[config.mk]
export PLATFORM = sky130hd
export DESIGN_NAME = pll_core_clock_rate_decoder_top
export DESIGN_NICKNAME = d
export VERILOG_FILES = /design/src/hdl/pcrd_pkg.sv /design/src/hdl/pcrd_divider.sv /design/src/hdl/pll_core_clock_rate_decoder_top.sv
export SDC_FILE = /design/constraint.sdc
export NUM_CORES = 2
export LEC_CHECK = 0
export BUFFER_PORTS_ARGS = -buffer_cell sky130_fd_sc_hd__buf_4
export CORE_MARGIN = 2
export CORE_UTILIZATION = 60
export CTS_CLUSTER_SIZE = 28
export DETAILED_ROUTE_END_ITERATION = 7
export GPL_TIMING_DRIVEN = 0
export PLACE_DENSITY_LB_ADDON = 0.3
export SYNTH_ARGS = -nofsm -noshare
export SYNTH_HDL_FRONTEND = slang
export SYNTH_HIERARCHICAL = 1
export SYNTH_SLANG_ARGS = --single-unit
[constraint.sdc]
create_clock -name clk -period 13.45 [get_ports clk]
set_input_delay 2.0175 -clock clk [delete_from_list [all_inputs] [get_ports clk]]
set_output_delay 2.0175 -clock clk [all_outputs]
set_load 0.03 [all_outputs]
[src/hdl/pcrd_pkg.sv]
// shared constants for the clock rate decoder: rates, status and source codes,
// the fixed-rate divide table and the odd-divisor reciprocals
// no dependencies
package pcrd_pkg;

	localparam logic [31:0] XTAL_HZ      = 32'd26000000;
	localparam logic [31:0] FIXED_512_HZ = 32'd512000000;
	localparam logic [31:0] FIXED_768_HZ = 32'd768000000;

	localparam int FRAC_SHIFT = 23;
	localparam int RECIP_SHIFT = 34;

	// status codes
	localparam logic [1:0] ST_OK      = 2'd0;
	localparam logic [1:0] ST_MODE    = 2'd1;
	localparam logic [1:0] ST_POSTDIV = 2'd2;

	// source codes
	localparam logic [1:0] SRC_XTAL = 2'd0;
	localparam logic [1:0] SRC_512  = 2'd1;
	localparam logic [1:0] SRC_768  = 2'd2;
	localparam logic [1:0] SRC_PLL  = 2'd3;

	// fixed source rate divided by divisor, row = source, column = divisor - 1
	// the pll row is unused and reads as zero
	localparam logic [31:0] FIXED_RATE [4][8] = '{
		'{XTAL_HZ / 1, XTAL_HZ / 2, XTAL_HZ / 3, XTAL_HZ / 4,
		  XTAL_HZ / 5, XTAL_HZ / 6, XTAL_HZ / 7, XTAL_HZ / 8},
		'{FIXED_512_HZ / 1, FIXED_512_HZ / 2, FIXED_512_HZ / 3, FIXED_512_HZ / 4,
		  FIXED_512_HZ / 5, FIXED_512_HZ / 6, FIXED_512_HZ / 7, FIXED_512_HZ / 8},
		'{FIXED_768_HZ / 1, FIXED_768_HZ / 2, FIXED_768_HZ / 3, FIXED_768_HZ / 4,
		  FIXED_768_HZ / 5, FIXED_768_HZ / 6, FIXED_768_HZ / 7, FIXED_768_HZ / 8},
		'{32'd0, 32'd0, 32'd0, 32'd0, 32'd0, 32'd0, 32'd0, 32'd0}
	};

	// floor(2^34 / odd) for the odd divisors
	localparam logic [32:0] RECIP_3 = 33'((64'd1 << RECIP_SHIFT) / 3);
	localparam logic [32:0] RECIP_5 = 33'((64'd1 << RECIP_SHIFT) / 5);
	localparam logic [32:0] RECIP_7 = 33'((64'd1 << RECIP_SHIFT) / 7);

	function automatic logic [32:0] recip(input logic [2:0] odd);
		logic [32:0] r;
		unique case (odd)
			3'd3: r = RECIP_3;
			3'd5: r = RECIP_5;
			3'd7: r = RECIP_7;
			default: r = '0;
		endcase
		return r;
	endfunction

endpackage

[src/hdl/pcrd_divider.sv]
// three-stage pipelined divider of a 32-bit value by a divisor of 1..8
// uses pcrd_pkg for the reciprocal constants
module pcrd_divider (
	input  logic        clk,
	input  logic        arst_n,
	input  logic        in_vld,
	input  logic [31:0] dividend,
	input  logic [2:0]  divm1,
	output logic        out_vld,
	output logic [31:0] quotient
);

	logic [1:0]  shift;
	logic [2:0]  odd;

	logic        vld_s3, vld_s4, vld_s5;
	logic [31:0] y_s3, y_s4;
	logic [2:0]  odd_s3, odd_s4;
	logic [32:0] recip_s3;
	logic [31:0] q0_s4;
	logic [31:0] q_s5;

	logic [64:0] prod;
	logic [34:0] q0_times_odd;
	logic [34:0] rem;

	// divisor = 2^shift * odd
	always_comb begin
		unique case (divm1)
			3'd0: begin shift = 2'd0; odd = 3'd1; end
			3'd1: begin shift = 2'd1; odd = 3'd1; end
			3'd2: begin shift = 2'd0; odd = 3'd3; end
			3'd3: begin shift = 2'd2; odd = 3'd1; end
			3'd4: begin shift = 2'd0; odd = 3'd5; end
			3'd5: begin shift = 2'd1; odd = 3'd3; end
			3'd6: begin shift = 2'd0; odd = 3'd7; end
			3'd7: begin shift = 2'd3; odd = 3'd1; end
			default: begin shift = 2'd0; odd = 3'd1; end
		endcase
	end

	assign prod = 65'(y_s3) * 65'(recip_s3);

	// estimate is exact or one short, fix with one compare
	assign q0_times_odd = 35'(q0_s4) * 35'(odd_s4);
	assign rem = 35'(y_s4) - q0_times_odd;

	always_ff @(posedge clk or negedge arst_n) begin
		if (!arst_n) begin
			vld_s3 <= 1'b0;
			vld_s4 <= 1'b0;
			vld_s5 <= 1'b0;
		end else begin
			vld_s3 <= in_vld;
			vld_s4 <= vld_s3;
			vld_s5 <= vld_s4;
		end
	end

	always_ff @(posedge clk) begin
		y_s3 <= dividend >> shift;
		odd_s3 <= odd;
		recip_s3 <= pcrd_pkg::recip(odd);

		y_s4 <= y_s3;
		odd_s4 <= odd_s3;
		if (odd_s3 == 3'd1) begin
			q0_s4 <= y_s3;
		end else begin
			q0_s4 <= 32'(prod[64:pcrd_pkg::RECIP_SHIFT]);
		end

		if (rem >= 35'(odd_s4)) begin
			q_s5 <= q0_s4 + 32'd1;
		end else begin
			q_s5 <= q0_s4;
		end
	end

	assign out_vld = vld_s5;
	assign quotient = q_s5;

	a_vld_latency: assert property (@(posedge clk) disable iff (!arst_n)
		vld_s5 |-> $past(in_vld, 3))
		else $error("divider result without an operand three cycles earlier");

	a_rem_small: assert property (@(posedge clk) disable iff (!arst_n)
		vld_s4 |-> rem < 35'(2 * odd_s4))
		else $error("reciprocal estimate more than one below the quotient");

	a_bypass_exact: assert property (@(posedge clk) disable iff (!arst_n)
		vld_s4 && odd_s4 == 3'd1 |-> q0_s4 == y_s4)
		else $error("power-of-two divisor not taken as a plain shift");

endmodule

[src/hdl/pll_core_clock_rate_decoder_top.sv]
// top level of the clock rate decoder: decode, pll rate, core divide
// depends on pcrd_pkg and pcrd_divider
//
// takes one snapshot of the five raw clock-control words per item and returns the
// fractional pll rate and the core clock rate in Hz. an item is accepted on any
// edge where start is high; busy is always low, so a new item may be offered every
// cycle. each item gives exactly one result, shown for one cycle with done high,
// in order. the receiver cannot stall, so there is no backpressure anywhere. the
// stages are: field decode and both multiplies by 26 MHz, rounding add and status,
// then three stages of the core divider (power-of-two shift and reciprocal lookup,
// reciprocal multiply and truncate, one-step fix). pll faults give a zero rate and
// a status code; a mode fault wins over a set postdivider, and the pre-postdivider
// rate is still given when only the postdivider is set.
module pll_core_clock_rate_decoder_top (
	input  logic        clk,
	input  logic        arst_n,
	input  logic        start,
	output logic        busy,
	input  logic [31:0] source_select_word,
	input  logic [31:0] divider_word,
	input  logic [31:0] pll_control0,
	input  logic [31:0] pll_control1,
	input  logic [31:0] pll_control2,
	output logic        done,
	output logic [31:0] pll_rate_hz,
	output logic [1:0]  pll_status,
	output logic [31:0] pll_prepostdiv_hz,
	output logic [31:0] core_rate_hz,
	output logic [1:0]  core_status,
	output logic [1:0]  core_source,
	output logic [3:0]  core_divisor
);

	// input decode
	logic [6:0]  nint;
	logic [22:0] kint;
	logic        accept;

	// stage 1: fields and products
	logic        vld_s1;
	logic [31:0] nint_prod_s1;
	logic [47:0] frac_prod_s1;
	logic        mode_ok_s1, postdiv_s1;
	logic [1:0]  source_s1;
	logic [2:0]  divm1_s1;
	logic [31:0] fixed_s1;

	// stage 2: rounded rate and status
	logic        vld_s2;
	logic [48:0] frac_sum;
	logic [31:0] pre_s2, pll_rate_s2, fixed_s2;
	logic [1:0]  pll_status_s2, source_s2;
	logic [2:0]  divm1_s2;

	// side band riding along the divider
	logic [31:0] pre_s3, pre_s4, pre_s5;
	logic [31:0] pll_rate_s3, pll_rate_s4, pll_rate_s5;
	logic [31:0] fixed_s3, fixed_s4, fixed_s5;
	logic [1:0]  pll_status_s3, pll_status_s4, pll_status_s5;
	logic [1:0]  source_s3, source_s4, source_s5;
	logic [2:0]  divm1_s3, divm1_s4, divm1_s5;

	logic        div_vld;
	logic [31:0] div_q;

	assign busy = 1'b0;
	assign accept = start && !busy;

	assign nint = pll_control1[29:23];
	assign kint = pll_control1[22:0];

	always_ff @(posedge clk or negedge arst_n) begin
		if (!arst_n) begin
			vld_s1 <= 1'b0;
			vld_s2 <= 1'b0;
		end else begin
			vld_s1 <= accept;
			vld_s2 <= vld_s1;
		end
	end

	// stage 1 registers: both multiplies by the crystal rate side by side
	always_ff @(posedge clk) begin
		nint_prod_s1 <= 32'(nint) * pcrd_pkg::XTAL_HZ;
		frac_prod_s1 <= 48'(kint) * 48'(pcrd_pkg::XTAL_HZ);
		mode_ok_s1 <= pll_control0[0] && pll_control0[2] && (nint != 7'd0);
		postdiv_s1 <= pll_control2[0];
		source_s1 <= source_select_word[1:0];
		divm1_s1 <= divider_word[6:4];
		fixed_s1 <= pcrd_pkg::FIXED_RATE[source_select_word[1:0]][divider_word[6:4]];
	end

	// fraction rounded to nearest Hz
	assign frac_sum = 49'(frac_prod_s1) + (49'd1 << (pcrd_pkg::FRAC_SHIFT - 1));

	always_ff @(posedge clk) begin
		source_s2 <= source_s1;
		divm1_s2 <= divm1_s1;
		fixed_s2 <= fixed_s1;
		if (!mode_ok_s1) begin
			pre_s2 <= '0;
			pll_rate_s2 <= '0;
			pll_status_s2 <= pcrd_pkg::ST_MODE;
		end else if (postdiv_s1) begin
			pre_s2 <= nint_prod_s1 + 32'(frac_sum[48:pcrd_pkg::FRAC_SHIFT]);
			pll_rate_s2 <= '0;
			pll_status_s2 <= pcrd_pkg::ST_POSTDIV;
		end else begin
			pre_s2 <= nint_prod_s1 + 32'(frac_sum[48:pcrd_pkg::FRAC_SHIFT]);
			pll_rate_s2 <= nint_prod_s1 + 32'(frac_sum[48:pcrd_pkg::FRAC_SHIFT]);
			pll_status_s2 <= pcrd_pkg::ST_OK;
		end
	end

	// pll rate over core divisor; a faulted pll feeds zero, so the quotient is zero
	pcrd_divider u_div (
		.clk      (clk),
		.arst_n   (arst_n),
		.in_vld   (vld_s2),
		.dividend (pll_rate_s2),
		.divm1    (divm1_s2),
		.out_vld  (div_vld),
		.quotient (div_q)
	);

	always_ff @(posedge clk) begin
		pre_s3 <= pre_s2;
		pre_s4 <= pre_s3;
		pre_s5 <= pre_s4;
		pll_rate_s3 <= pll_rate_s2;
		pll_rate_s4 <= pll_rate_s3;
		pll_rate_s5 <= pll_rate_s4;
		fixed_s3 <= fixed_s2;
		fixed_s4 <= fixed_s3;
		fixed_s5 <= fixed_s4;
		pll_status_s3 <= pll_status_s2;
		pll_status_s4 <= pll_status_s3;
		pll_status_s5 <= pll_status_s4;
		source_s3 <= source_s2;
		source_s4 <= source_s3;
		source_s5 <= source_s4;
		divm1_s3 <= divm1_s2;
		divm1_s4 <= divm1_s3;
		divm1_s5 <= divm1_s4;
	end

	// result select: fixed sources come from the table, the pll from the divider
	assign done = div_vld;
	assign pll_rate_hz = pll_rate_s5;
	assign pll_status = pll_status_s5;
	assign pll_prepostdiv_hz = pre_s5;
	assign core_source = source_s5;
	assign core_divisor = 4'(divm1_s5) + 4'd1;
	assign core_rate_hz = (source_s5 == pcrd_pkg::SRC_PLL) ? div_q : fixed_s5;
	assign core_status = (source_s5 == pcrd_pkg::SRC_PLL) ? pll_status_s5 : pcrd_pkg::ST_OK;

	a_latency: assert property (@(posedge clk) disable iff (!arst_n)
		done |-> $past(accept, 5))
		else $error("result without an item accepted five cycles earlier");

	a_pll_fault_zero: assert property (@(posedge clk) disable iff (!arst_n)
		done && pll_status != pcrd_pkg::ST_OK |-> pll_rate_hz == 32'd0)
		else $error("pll rate given while pll faulted");

	a_mode_fault_pre: assert property (@(posedge clk) disable iff (!arst_n)
		done && pll_status == pcrd_pkg::ST_MODE |-> pll_prepostdiv_hz == 32'd0)
		else $error("pre-postdivider rate given with unsupported mode");

	a_core_fault: assert property (@(posedge clk) disable iff (!arst_n)
		done && core_status != pcrd_pkg::ST_OK |->
			core_source == pcrd_pkg::SRC_PLL && core_rate_hz == 32'd0)
		else $error("core fault without the pll as source, or with a rate");

endmodule

Word-level counts from Yosys, hierarchy flattened
Memory sizes are Yosys's and may differ from the RTL's. A register that Yosys moved wholly into a read port is not among the register bits.
Cells that the tools add are included.
Word-level totals
  input bits: 163
  output and inout bits: 108
  memories: 1
  logic and storage cells: 82
  ROM bits: 32
  flip-flop bits (word level): 689
Cells by class
  $lt $le $gt $ge: 3
  eq/ne operators: 5
  shifts and indexed selects: 1
  mux-type cells: 12
  multiply operators: 4
  reductions and logical operators: 4
  bitwise gates (word level): 3
  add/sub/neg operators: 5
Memory list
  (no name shown): words 8, width 4, rd ports 1, clocked after memory_dff 1, wr ports 0, RTL line pcrd_divider.sv:29  | unique case (divm1)
Operators with widths (count)
  $bmux 256 s2: 1
  $mux 256: 2
  $mux 32: 4
  $pmux 33 s3: 1
  $bmux 32 s3: 1
  $mul 32x33->65: 1
  $add 48x23->49 const B: 1
  $mul 23x18->41 const B: 1
  $ge 35x3->1: 1
  $mul 32x3->35: 1
  $sub 32x35->35: 1
  $add 32x1->32 const B: 1
  $add 32x26->32: 1
  $shr 32x2->32: 1
  $mux 31: 1
  $mul 7x18->25 const B: 1
  $reduce_bool 7->1: 1
  $eq 3x3->1 const B: 2
  $add 3x1->4 const B: 1
  $ge 4x4->1 const B: 1
  $mux 2: 2
  $not 3->4: 1
  $eq 3x1->1 const B: 1
  $eq 3x2->1 const B: 1
  6 further kinds: 7

Logic depth before layout (Yosys ltp)
  word-level depth: 7
  gate-level depth with buffers: 30
  gate-level depth less buffers: 29

Cells and area by module
Netlist, hierarchy kept.
By module, submodules not included
  pcrd_divider: cells each 3023, sequential area each 2857.7 µm², area an instance 28268.4 µm², times used 1
  pll_core_clock_rate_decoder_top: cells each 1968, sequential area each 9899.5 µm², area an instance 22182.5 µm², times used 1

Worst setup path after synthesis
No wires, ideal clock.
  path kind: reg-to-reg
  start point: register u_div.recip_s3[24]
  end point: register u_div.q0_s4[29]
  stages on the path, launching flop included: 28
  setup time: 0.132 ns
  data required time: 13.318 ns
  setup slack: 5.667 ns
  arrival time: 7.651 ns
  clock period less this slack: 7.783 ns
  cell sequence: dfxtp_1 > clkbuf_1 > nand2_1 > inv_1 > fa_1 > fa_1 > fa_1 > inv_1 > fa_1 > inv_1 > fa_1 > fa_1 > fa_1 > inv_1 > fa_1 > inv_1 > ha_1 > a21o_1 > a21o_1 > a21oi_1 > inv_1 > o31ai_1 > a31oi_1 > a211oi_1 > o211ai_1 > a311oi_1 > xor2_1 > a21oi_1
On the way
  cells in the longest elaborated chain, start to end: 2
Ends and longest elaborated chain
  start: declaration: RTL line pcrd_divider.sv:19  | logic [32:0] recip_s3;
  start signal: assignment: RTL line pcrd_divider.sv:63  | recip_s3 <= pcrd_pkg::recip(odd);
  $mul 32x33->65: RTL line pcrd_divider.sv:42  | assign prod = 65'(y_s3) * 65'(recip_s3);
  $mux 31: RTL line pcrd_divider.sv:67  | if (odd_s3 == 3'd1) begin
  end signal: assignment: RTL line pcrd_divider.sv:68  | q0_s4 <= y_s3;
  end signal: assignment: RTL line pcrd_divider.sv:70  | q0_s4 <= 32'(prod[64:pcrd_pkg::RECIP_SHIFT]);
  end: declaration: RTL line pcrd_divider.sv:20  | logic [31:0] q0_s4;
Every way passes these cells.
A chain may end at the register's enable or synchronous reset.

Worst setup path after layout
  start point: register u_div.recip_s3[25]
  end point: register u_div.q0_s4[29]
The elaborated chain is that of the path after synthesis.

==> results.ini <==
[setup_path]
end_kind = flop
worstSetupPathType = flop to flop
crit_arrival_ns = 10.74
crit_start = u_div/recip_s3[25]$_SDFF_PN0_
startpoint_type = flop
ff2ff_path_depth = 26
required_ns = 13.92
critPathMaxFanout = 10
reg2reg_slack_ns = 3.18
reg2reg_to = u_div/q0_s4[29]$_DFF_P_
reg2reg_from = u_div/recip_s3[25]$_SDFF_PN0_

[synth]
syn_avg_cell_area_um2 = 10.11
yosysSeqAreaShare_pct = 25.29
synth_edf_count = 0
synth_top_area_share_pct = 27.97
syn_nets = 6495
netlist_area_um2 = 50450
yosys.cell_types.count = 94
synth_area_leader_cell = fa_1
synth_ff_type = dfxtp_1
yosys-top-cells-area = fa_1, dfxtp_1, ha_1, inv_1, nand2_1
ys_seq_elements = 636
synthCells = 4991
yosys_warnings = 6
async_flop_share_pct = 0.7862

[grt]
grt-ovfl-total = 0
antenna_found_initial = 7
grt_usage_pct = 32.32
grt_pass1_vias = 36290
grt_max_degree = 16
grt_pass1_wl_mm = 208.6

[clocking]
cts_buffers = 66
clk_pin_slew_ns = 0.06
tritoncts = done
cts.sinks = 636
clk_latency_ns = 0.63
clockBufferDepth = 3
htreeDepth = 3
post_cts_buffers = 0
clock-root-buffer = clkbuf_16
ctsResizeCount = 0
cts_hold_buf = 0

[drt]
viasPerCell = 5.488
dr.pass1.iters = 5
vias = 34760
first_iter_violations = 2299
drc_errors = 0
ant_nets = 0
drt-total-wl_mm = 135.1
wl_per_cell_um = 21.33

[die]
die_y_um = 294.0
ioPinCount = 271
fp.dieW_um = 294.0
fp.coreArea_um2 = 83420
die_area_um2 = 86420
start_util_pct = 60.48
rows = 106

[cells_and_area]
final_nets = 6710
multi_input_area_um2 = 33130
nFillCells = 6659
layout-drive-gt1-share_pct = 6.151
area_delta_synth_final_pct = 9.261
register_area_um2 = 12760

[sta]
finalWorstSetupSlack_ns = 3.180
tns_ns = 0
slew-limit-headroom_pct = 20.73
fin_worst_skew_ns = 0.02623
drv_slew = 0
grt_setup_unrepaired = no
hold_viol = 0
timing.final.crit_period_ns = 10.27
setup_violations = 0
fmax_ghz = 0.09737
worst_slew_pin_slew_ns = 1.179
finalCritPeriodShare_pct = 76.36

[hold_path]
whs_endpoint = pre_s3[12]$_DFF_P_
holdCritStartpoint = pre_s2[12]$_SDFF_PN0_
whs_path_depth = 0
min_path_type = flop to flop

[flow_run]
drv_cap = 0

[placed_design]
port_buffers = 147
place_congestion = 1.037
dp_slack_ns = 3.309
hpwl_mm = 115.1

[power]
vdd_drop_max_mv = 0.3143
power_per_cell_area_nw_per_um2 = 215.8
power_mw = 11.89
leakage_nw = 28.30

[outcome]
status = finished, final reports clean

layer usage:
layer	GRT usage, %	wire length (um)	up-vias
met2	51.34	62140	1191
li1	-	-	16220
met4	13.36	6064	0
met3	8.255	11250	269
met1	42.21	55610	17080
met5	0	0	-
final cells by class:
cell class                      instances  area share, %
Sequential cell                       636          23.14
Multi-Input combinational cell       3149          60.11
Clock buffer                           80          3.219
Timing Repair Buffer                  147          2.002
Clock inverter                         33         0.7944
Antenna cell                            2       0.009079
Tap cell                             1080          2.451
Buffer                                108         0.7944
Inverter                             1098          7.477
flip-flops by register name, summed over array words and instances, names as in the netlist, 32 cells and up:
signal,count
pll_prepostdiv_hz,32
pll_rate_s3,32
u_div/y_s4,32
pre_s2,32
u_div/y_s3,32
u_div/quotient,32
u_div/q0_s4,32
pre_s4,32
pre_s3,32
pll_rate_hz,32
pll_rate_s4,32
pll_rate_s2,32
synth_stat cells, drive strengths merged (39+ instances only):
library cell,n
inv,1097
fa,705
ha,636
dfxtp,631
nand2,312
a21oi,188
and2,167
nor2,160
xnor2,125
o21ai,106
clkbuf,93
a21o,74
mux2i,65
xor2,65
nor3,58
nand3,52
nand4,39
through the flow:
| stage | instances | util (%) | cell area (um2) | hold WS (ns) |
|---|---|---|---|---|
| detailed placement | 6218 | 63.42 | 52910 | 0.3121 |
| finish | 6333 | 66.08 | 55120 | 0.3165 |
| CTS | 6331 | 66.07 | 55120 | 0.3143 |
| global route | 6331 | 66.07 | 55120 | 0.3212 |
| floorplan | 4991 | - | 50450 | 0.3096 |
| global placement | 6218 | 63.42 | 52910 | 0.3096 |
kinds of logic (layout without fill, tap and decap cells):
kind of cell    Yosys count  in the layout  synth area share [%]
fa+ha+maj              1341           1341                 43.75
buf+inv                1206           1466                 9.037
simple gates            955            955                 9.375
flops                   636            636                 25.29
compound gates          564            564                 7.190
xor+xnor                190            190                 3.298
mux                      98             98                 2.058
other cells               1              3              0.007433
worst max path at each step:
stage | to | slack [ns] | depth (start not counted)
5_1_grt | u_div/q0_s4[29]$_DFF_P_ | 2.63 | 27
2_1_floorplan | u_div/q0_s4[29]$_DFF_P_ | 5.67 | 27
4_1_cts | u_div/q0_s4[29]$_DFF_P_ | 3.30 | 27
3_3_place_gp | u_div/q0_s4[29]$_DFF_P_ | 3.27 | 27
3_5_place_dp | u_div/q0_s4[29]$_DFF_P_ | 3.31 | 27
6_report | u_div/q0_s4[29]$_DFF_P_ | 3.18 | 26
worst max-delay path, stage by stage, from the launching register on:
cell and delay, ns:
dfxtp_1 0.80, clkbuf_1 0.69, and2_1 0.25, fa_1 0.48, fa_1 0.52, fa_1 0.52
inv_1 0.05, fa_1 0.59, inv_1 0.11, fa_1 0.56, fa_1 0.44, fa_1 0.56
inv_1 0.06, fa_1 0.50, inv_1 0.04, ha_1 0.40, a21o_1 0.22, a21o_1 0.17
a21oi_1 0.18, inv_1 0.06, o31ai_1 0.93, a31oi_1 0.44, a211oi_1 0.69, o211ai_1 0.23
a311oi_1 0.30, xor2_1 0.21, a21oi_1 0.09
cell usage in the layout, fill, tap and decap left out, types with 21 or more instances in the layout:
cell,instances
nand2_1,312
nand3_1,52
mux2_2,31
clkbuf_16,66
mux2i_1,64
a21oi_1,188
nor3_1,56
nor2_1,160
dfxtp_1,631
nor2b_1,37
xor2_1,65
o21ai_0,93
a21o_1,72
a31oi_1,29
ha_1,636
and2_1,166
and3_1,36
inv_1,1097
buf_4,148
clkbuf_1,100
fa_1,705
xnor2_1,125
nor4_1,21
nand4_1,39
where the power goes:
part	internal, mW	switching, mW	total [mW]
clock	1.09	0.763	1.85
combinational	2.92	4.50	7.42
sequential	2.32	0.298	2.62
No activity file was read; power rests on OpenSTA's default activity.
